**src/rtl/sgm_pkg.sv**
```systemverilog
// Package for the message segmenter: shared types and fixed constants.
// Used by sgm_front, sgm_fifo, sgm_back and the top level. No dependencies.
package sgm_pkg;

  // Counter width covering the largest supported payload size (255 bytes).
  localparam int CNT_W = 8;
  localparam int LEN_W = 16;
  localparam int IDX_W = 6;

  // Packet type codes carried in the header's top two bits.
  localparam logic [1:0] PKT_SINGLE = 2'b00;
  localparam logic [1:0] PKT_FIRST  = 2'b01;
  localparam logic [1:0] PKT_MIDDLE = 2'b10;
  localparam logic [1:0] PKT_LAST   = 2'b11;

  // Command queue depth and pointer width.
  localparam int QDEPTH = 2;
  localparam int QPTR_W = 1;

  // One classified input byte: what the back end must emit for it.
  typedef struct packed {
    logic             hdr_en;     // emit header byte first
    logic [7:0]       hdr;        // header byte
    logic [7:0]       data;       // message byte
    logic             data_pend;  // data byte closes a packet
    logic             data_mend;  // data byte closes the message
    logic [CNT_W-1:0] pad_cnt;    // zero bytes after the data byte
  } cmd_t;

  typedef enum logic [1:0] {
    BK_IDLE,
    BK_HDR,
    BK_DATA,
    BK_PAD
  } bk_state_t;

endpackage

```
**src/rtl/sgm_front.sv**
```systemverilog
// Front end of the message segmenter: tracks message state and classifies
// each input byte into a command for the back end. Depends on sgm_pkg.
module sgm_front #(
  parameter int PAYLOAD_BYTES      = 41,
  parameter int MAX_MESSAGE_LENGTH = 65535
) (
  input  logic                      clk,
  input  logic                      rst_n,
  input  logic                      in_valid,
  output logic                      in_ready,
  input  logic [7:0]                in_data_byte,
  input  logic [sgm_pkg::LEN_W-1:0] in_message_length,
  input  logic                      q_full,
  output logic                      q_push,
  output sgm_pkg::cmd_t             q_cmd
);

  logic                      in_msg_r, in_msg_nxt;
  logic [sgm_pkg::LEN_W-1:0] rem_r, rem_nxt;
  logic [sgm_pkg::CNT_W-1:0] pos_r, pos_nxt;
  logic [sgm_pkg::IDX_W-1:0] pkt_r, pkt_nxt;
  logic                      first_r, first_nxt;
  logic                      single_r, single_nxt;

  logic                      accept;
  logic                      drop;
  logic [sgm_pkg::LEN_W-1:0] len_c;
  logic [sgm_pkg::LEN_W-1:0] rem_eff;
  logic [sgm_pkg::LEN_W-1:0] rem_dec;
  logic [sgm_pkg::CNT_W-1:0] pos_eff;
  logic [sgm_pkg::CNT_W-1:0] pos_inc;
  logic [sgm_pkg::IDX_W-1:0] pkt_eff;
  logic                      first_eff;
  logic                      single_eff;
  logic                      done;
  logic                      full;
  logic [1:0]                ptype;

  assign in_ready = !q_full;
  assign accept   = in_valid && in_ready;

  always_comb begin
    len_c = (in_message_length > sgm_pkg::LEN_W'(MAX_MESSAGE_LENGTH)) ?
            sgm_pkg::LEN_W'(MAX_MESSAGE_LENGTH) : in_message_length;
    drop       = !in_msg_r && (in_message_length == '0);
    rem_eff    = in_msg_r ? rem_r : len_c;
    pos_eff    = in_msg_r ? pos_r : '0;
    pkt_eff    = in_msg_r ? pkt_r : '0;
    first_eff  = in_msg_r ? first_r : 1'b1;
    single_eff = in_msg_r ? single_r : (len_c <= sgm_pkg::LEN_W'(PAYLOAD_BYTES));
    pos_inc    = pos_eff + 1'b1;
    rem_dec    = rem_eff - 1'b1;
    done       = (rem_dec == '0);
    full       = (pos_inc >= sgm_pkg::CNT_W'(PAYLOAD_BYTES));

    if (first_eff) begin
      ptype = sgm_pkg::PKT_FIRST;
    end else if (rem_eff <= sgm_pkg::LEN_W'(PAYLOAD_BYTES)) begin
      ptype = sgm_pkg::PKT_LAST;
    end else begin
      ptype = sgm_pkg::PKT_MIDDLE;
    end

    q_cmd.hdr_en    = (pos_eff == '0);
    q_cmd.hdr       = single_eff ? 8'h00 : {ptype, pkt_eff};
    q_cmd.data      = in_data_byte;
    q_cmd.data_pend = full;
    q_cmd.data_mend = done && full;
    q_cmd.pad_cnt   = (done && !full) ? (sgm_pkg::CNT_W'(PAYLOAD_BYTES) - pos_inc) : '0;
    q_push          = accept && !drop;
  end

  // Next message state.
  always_comb begin
    in_msg_nxt = in_msg_r;
    rem_nxt    = rem_r;
    pos_nxt    = pos_r;
    pkt_nxt    = pkt_r;
    first_nxt  = first_r;
    single_nxt = single_r;
    if (accept && !drop) begin
      if (done) begin
        in_msg_nxt = 1'b0;
        rem_nxt    = '0;
        pos_nxt    = '0;
        pkt_nxt    = '0;
        first_nxt  = 1'b1;
        single_nxt = 1'b0;
      end else begin
        in_msg_nxt = 1'b1;
        rem_nxt    = rem_dec;
        single_nxt = single_eff;
        if (full) begin
          pos_nxt   = '0;
          pkt_nxt   = pkt_eff + 1'b1;
          first_nxt = 1'b0;
        end else begin
          pos_nxt   = pos_inc;
          pkt_nxt   = pkt_eff;
          first_nxt = first_eff;
        end
      end
    end
  end

  always_ff @(posedge clk) begin
    if (!rst_n) begin
      in_msg_r <= 1'b0;
      rem_r    <= '0;
      pos_r    <= '0;
      pkt_r    <= '0;
      first_r  <= 1'b1;
      single_r <= 1'b0;
    end else begin
      in_msg_r <= in_msg_nxt;
      rem_r    <= rem_nxt;
      pos_r    <= pos_nxt;
      pkt_r    <= pkt_nxt;
      first_r  <= first_nxt;
      single_r <= single_nxt;
    end
  end

endmodule

```
**src/rtl/sgm_fifo.sv**
```systemverilog
// Two-entry command queue between the segmenter's front and back ends.
// Depends on sgm_pkg for the command type.
module sgm_fifo (
  input  logic          clk,
  input  logic          rst_n,
  input  logic          push,
  input  sgm_pkg::cmd_t push_cmd,
  input  logic          pop,
  output sgm_pkg::cmd_t pop_cmd,
  output logic          full,
  output logic          not_empty
);

  sgm_pkg::cmd_t                entry_r [sgm_pkg::QDEPTH];
  logic [sgm_pkg::QPTR_W-1:0]   wr_ptr_r, wr_ptr_nxt;
  logic [sgm_pkg::QPTR_W-1:0]   rd_ptr_r, rd_ptr_nxt;
  logic [sgm_pkg::QPTR_W:0]     count_r, count_nxt;
  logic                         do_push;
  logic                         do_pop;

  assign full      = (count_r == (sgm_pkg::QPTR_W+1)'(sgm_pkg::QDEPTH));
  assign not_empty = (count_r != '0);
  assign do_push   = push && !full;
  assign do_pop    = pop && not_empty;
  assign pop_cmd   = entry_r[rd_ptr_r];

  always_comb begin
    wr_ptr_nxt = do_push ? wr_ptr_r + 1'b1 : wr_ptr_r;
    rd_ptr_nxt = do_pop ? rd_ptr_r + 1'b1 : rd_ptr_r;
    count_nxt  = count_r + (sgm_pkg::QPTR_W+1)'(do_push) - (sgm_pkg::QPTR_W+1)'(do_pop);
  end

  always_ff @(posedge clk) begin
    if (do_push) begin
      entry_r[wr_ptr_r] <= push_cmd;
    end
  end

  always_ff @(posedge clk) begin
    if (!rst_n) begin
      wr_ptr_r <= '0;
      rd_ptr_r <= '0;
      count_r  <= '0;
    end else begin
      wr_ptr_r <= wr_ptr_nxt;
      rd_ptr_r <= rd_ptr_nxt;
      count_r  <= count_nxt;
    end
  end

endmodule

```
**src/rtl/sgm_back.sv**
```systemverilog
// Back end of the message segmenter: plays out header, data and padding
// bytes of each queued command, one beat per cycle while out_ready is high. Depends on sgm_pkg.
module sgm_back (
  input  logic          clk,
  input  logic          rst_n,
  input  logic          q_not_empty,
  input  sgm_pkg::cmd_t q_cmd,
  output logic          q_pop,
  output logic          out_valid,
  input  logic          out_ready,
  output logic [7:0]    out_byte,
  output logic          out_packet_end,
  output logic          out_message_end,
  output logic          out_run_last
);

  sgm_pkg::bk_state_t        state_r, state_nxt;
  sgm_pkg::cmd_t             cmd_r;
  logic [sgm_pkg::CNT_W-1:0] pad_left_r, pad_left_nxt;
  logic                      beat;
  logic                      last_beat;

  assign beat      = out_valid && out_ready;
  assign last_beat = beat &&
                     (((state_r == sgm_pkg::BK_DATA) && (cmd_r.pad_cnt == '0)) ||
                      ((state_r == sgm_pkg::BK_PAD) && (pad_left_r == sgm_pkg::CNT_W'(1))));
  assign q_pop     = ((state_r == sgm_pkg::BK_IDLE) || last_beat) && q_not_empty;

  // Next state.
  always_comb begin
    state_nxt = state_r;
    if (q_pop) begin
      state_nxt = q_cmd.hdr_en ? sgm_pkg::BK_HDR : sgm_pkg::BK_DATA;
    end else begin
      case (state_r)
        sgm_pkg::BK_IDLE: state_nxt = sgm_pkg::BK_IDLE;
        sgm_pkg::BK_HDR: begin
          if (beat) state_nxt = sgm_pkg::BK_DATA;
        end
        sgm_pkg::BK_DATA: begin
          if (beat) state_nxt = (cmd_r.pad_cnt == '0) ? sgm_pkg::BK_IDLE : sgm_pkg::BK_PAD;
        end
        sgm_pkg::BK_PAD: begin
          if (last_beat) state_nxt = sgm_pkg::BK_IDLE;
        end
        default: state_nxt = sgm_pkg::BK_IDLE;
      endcase
    end
  end

  always_comb begin
    pad_left_nxt = pad_left_r;
    if (beat && (state_r == sgm_pkg::BK_DATA)) begin
      pad_left_nxt = cmd_r.pad_cnt;
    end else if (beat && (state_r == sgm_pkg::BK_PAD)) begin
      pad_left_nxt = pad_left_r - 1'b1;
    end
  end

  // Outputs.
  always_comb begin
    out_valid       = 1'b0;
    out_byte        = 8'h00;
    out_packet_end  = 1'b0;
    out_message_end = 1'b0;
    out_run_last    = 1'b0;
    case (state_r)
      sgm_pkg::BK_IDLE: out_valid = 1'b0;
      sgm_pkg::BK_HDR: begin
        out_valid = 1'b1;
        out_byte  = cmd_r.hdr;
      end
      sgm_pkg::BK_DATA: begin
        out_valid       = 1'b1;
        out_byte        = cmd_r.data;
        out_packet_end  = cmd_r.data_pend;
        out_message_end = cmd_r.data_mend;
        out_run_last    = (cmd_r.pad_cnt == '0);
      end
      sgm_pkg::BK_PAD: begin
        out_valid       = 1'b1;
        out_packet_end  = (pad_left_r == sgm_pkg::CNT_W'(1));
        out_message_end = (pad_left_r == sgm_pkg::CNT_W'(1));
        out_run_last    = (pad_left_r == sgm_pkg::CNT_W'(1));
      end
      default: out_valid = 1'b0;
    endcase
  end

  always_ff @(posedge clk) begin
    if (q_pop) begin
      cmd_r <= q_cmd;
    end
    pad_left_r <= pad_left_nxt;
  end

  always_ff @(posedge clk) begin
    if (!rst_n) begin
      state_r <= sgm_pkg::BK_IDLE;
    end else begin
      state_r <= state_nxt;
    end
  end

endmodule

```
**src/rtl/message_segmenter_42_byte_packets_core.sv**
```systemverilog
// Message segmenter: cuts a byte stream into fixed packets of one header
// byte plus PAYLOAD_BYTES payload bytes. Depends on sgm_pkg, sgm_front,
// sgm_fifo and sgm_back.
//
// Usage:
//   Input channel (in_valid/in_ready): one message byte per beat; the
//   message length rides on in_message_length with the first byte and is
//   ignored until the message ends. A zero length on a first byte drops it.
//   Output channel (out_valid/out_ready): one packet byte per beat with
//   packet_end, message_end and run_last flags. run_last marks the last
//   output beat caused by one input byte.
// Path: an accepted byte is registered into the command queue, then the
//   back end loads the command and presents its first output beat.
// Throughput: the output port sets the pace at one beat per cycle while
//   out_ready is high. An input byte yields one beat, two when it opens a
//   packet, and up to PAYLOAD_BYTES+1 when it closes a short last packet
//   (padding).
// Stall: when out_ready is low the back end holds its beat; the two-entry
//   command queue fills and then in_ready drops until space frees.
// Reset: synchronous, active low; clears the message state, the queue and
//   the output state, so the block comes up idle with out_valid low.
module message_segmenter_42_byte_packets_core #(
  parameter int PAYLOAD_BYTES      = 41,
  parameter int MAX_MESSAGE_LENGTH = 65535
) (
  input  logic        clk,
  input  logic        rst_n,
  input  logic        in_valid,
  output logic        in_ready,
  input  logic [7:0]  in_data_byte,
  input  logic [15:0] in_message_length,
  output logic        out_valid,
  input  logic        out_ready,
  output logic [7:0]  out_byte,
  output logic        out_packet_end,
  output logic        out_message_end,
  output logic        out_run_last
);

  // Commands travel from the classifier to the byte sequencer here.
  sgm_pkg::cmd_t push_cmd;
  sgm_pkg::cmd_t pop_cmd;
  logic          q_push;
  logic          q_pop;
  logic          q_full;
  logic          q_not_empty;

  // Classify each input byte and advance the message state.
  sgm_front #(
    .PAYLOAD_BYTES      (PAYLOAD_BYTES),
    .MAX_MESSAGE_LENGTH (MAX_MESSAGE_LENGTH)
  ) u_front (
    .clk               (clk),
    .rst_n             (rst_n),
    .in_valid          (in_valid),
    .in_ready          (in_ready),
    .in_data_byte      (in_data_byte),
    .in_message_length (in_message_length),
    .q_full            (q_full),
    .q_push            (q_push),
    .q_cmd             (push_cmd)
  );

  // Decouple the two sides so each can stall on its own.
  sgm_fifo u_fifo (
    .clk       (clk),
    .rst_n     (rst_n),
    .push      (q_push),
    .push_cmd  (push_cmd),
    .pop       (q_pop),
    .pop_cmd   (pop_cmd),
    .full      (q_full),
    .not_empty (q_not_empty)
  );

  // Emit header, data and padding beats.
  sgm_back u_back (
    .clk             (clk),
    .rst_n           (rst_n),
    .q_not_empty     (q_not_empty),
    .q_cmd           (pop_cmd),
    .q_pop           (q_pop),
    .out_valid       (out_valid),
    .out_ready       (out_ready),
    .out_byte        (out_byte),
    .out_packet_end  (out_packet_end),
    .out_message_end (out_message_end),
    .out_run_last    (out_run_last)
  );

endmodule

```
**config.mk**
```make
export PLATFORM = sky130hd
export DESIGN_NAME = message_segmenter_42_byte_packets_core
export DESIGN_NICKNAME = d
export VERILOG_FILES = /design/src/rtl/sgm_pkg.sv /design/src/rtl/sgm_front.sv /design/src/rtl/sgm_fifo.sv /design/src/rtl/sgm_back.sv /design/src/rtl/message_segmenter_42_byte_packets_core.sv
export SDC_FILE = /design/constraint.sdc
export NUM_CORES = 1
export LEC_CHECK = 0
export BUFFER_PORTS_ARGS = -buffer_cell sky130_fd_sc_hd__clkbuf_2
export CAP_MARGIN = 40
export CORE_MARGIN = 3
export CORE_UTILIZATION = 43
export DETAILED_ROUTE_END_ITERATION = 6
export GPL_TIMING_DRIVEN = 0
export PLACE_DENSITY_LB_ADDON = 0.08
export SLEW_MARGIN = 10
export SYNTH_ARGS = -nofsm -noshare
export SYNTH_HDL_FRONTEND = slang
export SYNTH_SLANG_ARGS = --single-unit
export TNS_END_PERCENT = 100
```
**constraint.sdc**
```tcl
create_clock -name clk -period 6.3 [get_ports clk]
set_input_delay 1.26 -clock clk [delete_from_list [all_inputs] [get_ports clk]]
set_output_delay 1.26 -clock clk [all_outputs]
set_load 0.1 [all_outputs]
```
==> flow_metrics.env <==
export IMPL_ioPinCount=41
export IMPL_setup_tns_ps=0
export IMPL_ys_flop_type="edfxtp_1"
export IMPL_grt_usage_pct=18.39
export IMPL_power_mw=2.838
export IMPL_cts_sinks=128
export IMPL_cts_buffer_depth=2
export IMPL_cts_root_buf="clkbuf_16"
export IMPL_leakage_nw=2.766
export IMPL_critPathKind="reg -> reg"
export IMPL_critPathMaxFanout=19
export IMPL_num_vias=4719
export IMPL_yosysWarnings=0
export IMPL_first_global_vias=4814
export IMPL_drt_initial_drc_count=258
export IMPL_max_cap_viol_count=0
export IMPL_place_gp_congestion=0.8644
export IMPL_worst_slack_ps=475.0
export IMPL_grt_max_degree=29
export IMPL_postCtsSetupBuffers=0
export IMPL_worst_setup_path_end_kind="flip-flop"
export IMPL_grt_pass1_wl_mm=23.87
export IMPL_antenna_found_initial=0
export IMPL_rr_endpoint="u_fifo.entry_r[0][7]$_DFFE_PP_"
export IMPL_synth_avg_cell_area_um2=10.67
export IMPL_place_hpwl_mm=10.63
export IMPL_layout_drive_gt1_share_pct=17.90
export IMPL_fp_dieH_um=129.2
export IMPL_clk_pin_slew_ps=60
export IMPL_wl_met2_mm=7.297
export IMPL_setup_viol=0
export IMPL_numCtsBuffers=17
export IMPL_finish_instance_area_mm2=0.007564
export IMPL_cts_tree="yes"
export IMPL_port_buffers=39
export IMPL_cp_slowest_cell="or4_1"
export IMPL_antenna_cells=0
export IMPL_crit_path_max_incr_delay_ps=490
export IMPL_timing_hold_ws_ps=459.6
export IMPL_dieArea_mm2=0.01670
export IMPL_crit_required_ps=6550
export IMPL_cts_max_level=4
export IMPL_slew_viol_final=0
export IMPL_max_freq_mhz=171.7
export IMPL_drt_pass1_iterations=6
export IMPL_r2r_setup_slack_ps=480
export IMPL_seq_area_frac_synth_pct=52.74
export IMPL_startpoint_type="flip-flop"
export IMPL_r2r_cells=18
export IMPL_syn_inst=612
export IMPL_wl_met1_mm=6.682
export IMPL_worstPathCellList="buf_2 -> buf_4 -> buf_2 -> buf_2 -> clkbuf_1 -> clkbuf_4 -> mux2i_1 -> ha_1 -> buf_2 -> nor4bb_1 -> o22ai_1 -> nor3_2 -> xnor2_1 -> or4_1 -> buf_2 -> or3_1 -> buf_2 -> nor3b_2"
export IMPL_fin_crit_ps=5825
export IMPL_regToRegStartpoint="u_front.in_msg_r$_SDFFE_PN0P_"
export IMPL_drc=0
export IMPL_dieWidth_um=129.2
export IMPL_max_vdd_ir_drop_uv=192.0
export IMPL_rows=44
export IMPL_clock_skew_ps=11.10
export IMPL_critPathArrivalTime_ps=6070
export IMPL_rsz0062_at_grt="false"
export IMPL_synth_edff_count=88
export IMPL_hold_depth=2
export IMPL_area_delta_synth_final_pct=15.85
export IMPL_synth_cell_types=66
export IMPL_postPlaceCellArea_mm2=0.007037
export IMPL_ant_nets=0
export IMPL_synth_seq_cells=128
export IMPL_coreArea_mm2=0.01470
export IMPL_dpl_worst_slack_ps=-323.3
export IMPL_status="finished clean"
export IMPL_routedWlPerCell_um=16.92
export IMPL_min_path_type="reg -> reg"
export IMPL_routed_wl_met3_um=530
export IMPL_holdPathEnd="u_front.pkt_r[1]$_SDFFE_PN0P_"
export IMPL_power_density_mw_per_mm2=375.2
export IMPL_hold_viol_final=0
export IMPL_syn_area_mm2=0.006529
export IMPL_path_common_cell="buf_2"
export IMPL_fin_crit_sh_pct=92.46
export IMPL_layout_common_cells="edfxtp_1, nand2_1, nor2_1, dfxtp_1, clkbuf_2"
export IMPL_n_fill_cell=1349
export IMPL_layout_commonest_cell="edfxtp_1"
export IMPL_clk_latency_ps=410
export IMPL_routed_wl_mm=14.74
export IMPL_fin_nets=718
export IMPL_min_from="u_front.pkt_r[1]$_SDFFE_PN0P_"
export IMPL_top_layer="met4"
export IMPL_initial_core_util_pct=44.42
export IMPL_grt_ovfl_total=0
export IMPL_postSynth_asyncResetShare_pct=0
export IMPL_tightestPinTransition_ps=734.1
export IMPL_maxSlewHeadroom_pct=51.06
export IMPL_vias_per_cell=5.418
## power breakdown
group / internal, mW / switching (mW)
Sequential: 1.11 / 0.0733
Clock: 0.497 / 0.361
Combinational: 0.273 / 0.526
## critical path: cells and delay by family (launching register included)
kind,cells,cell delay [ps]
buffers and inverters,9,2430
and+or+nand+nor,5,1800
AOI/OAI and AO/OA,1,290
DFF,1,440
xor gates and xnor gates,1,120
muxes,1,350
adders and majority gates,1,190
## synthesized netlist by cell type (5+ instances only)
cell	number	area share, %
clkbuf_1	24	1.4
and2_1	21	2.0
or4_1	5	0.57
a21o_1	5	0.57
or3_1	12	1.1
nor2_1	45	2.6
nand3_1	8	0.61
ha_1	15	2.9
edfxtp_1	88	40
dfxtp_1	40	12
mux2_2	29	5.0
nor3_1	23	1.8
a22oi_1	18	2.1
nand2_1	61	3.5
xor2_1	16	2.1
inv_1	21	1.2
xnor2_1	22	3.0
a21boi_0	10	1.1
mux2i_1	15	2.3
buf_2	6	0.46
o21ai_0	29	2.2
nor4_1	6	0.57
a21oi_1	18	1.4
and3_1	7	0.67
## sequential cells by signal (all words and copies together), names as in the netlist, named ones only
signal,flops
u_back.cmd_r,26
u_back.pad_left_r,8
u_back.state_r,2
u_fifo.count_r,2
u_fifo.entry_r,54
u_fifo.rd_ptr_r,1
u_fifo.wr_ptr_r,1
u_front.first_r,1
u_front.in_msg_r,1
u_front.pkt_r,6
u_front.pos_r,8
u_front.rem_r,16
u_front.single_r,1
## kinds of logic after synthesis
kind of cell             synth area share [%]
AND/OR/NAND/NOR                         17.13
flip-flops                              52.74
AO/OA/AOI/OAI                           11.46
buffers and inverters                   3.335
multiplexers                            7.302
XOR/XNOR                                5.098
adder cells (fa/ha/maj)                 2.875
other                                 0.05744
## worst max path at each step
stage | endpoint | slack, ps | cells after the start | startpoint
2_1_floorplan | u_fifo.entry_r[0][7]$_DFFE_PP_ | 1160 | 19 | u_front.in_msg_r$_SDFFE_PN0P_
3_3_place_gp | u_front.pos_r[5]$_SDFFE_PN0P_ | -480 | 17 | u_front.in_msg_r$_SDFFE_PN0P_
3_5_place_dp | u_front.pos_r[2]$_SDFFE_PN0P_ | -320 | 18 | u_front.in_msg_r$_SDFFE_PN0P_
4_1_cts | u_front.pos_r[2]$_SDFFE_PN0P_ | 250 | 17 | u_front.in_msg_r$_SDFFE_PN0P_
5_1_grt | u_fifo.entry_r[0][7]$_DFFE_PP_ | 70 | 18 | u_front.in_msg_r$_SDFFE_PN0P_
6_report | u_fifo.entry_r[0][7]$_DFFE_PP_ | 480 | 18 | u_front.in_msg_r$_SDFFE_PN0P_
## what timing repair did
action,CTS,global route
endpoints found under the setup margin,29,29
hold buffers,0,0
gates resized for setup,1,3
## per-stage QoR
stage / cells / util [%]
after global placement: 836 / 47.34
final: 871 / 51.46
after floorplan: 613 / -
after detailed placement: 841 / 47.87
after global routing: 871 / 51.46
after CTS: 871 / 51.38
## area by class of cell
cell class	instances	area, µm²	share of cell area [%]
plain buffers	32	135.1	1.787
multi-input cells	430	2889	38.20
flip-flops and latches	128	3443	45.53
well taps	184	230.2	3.044
clock buffers	17	425.4	5.624
clock inverters	14	92.59	1.224
inverters	22	82.58	1.092
repair buffers	44	265.3	3.507
## metal layers
metal | vias to the layer above | GRT usage [%]
li1 | 2349 | -
met2 | 101 | 30.95
met4 | 0 | 6.300
met5 | - | 0
met1 | 2248 | 22.99
met3 | 21 | 4.864
Power figures use the tool's default switching activity.
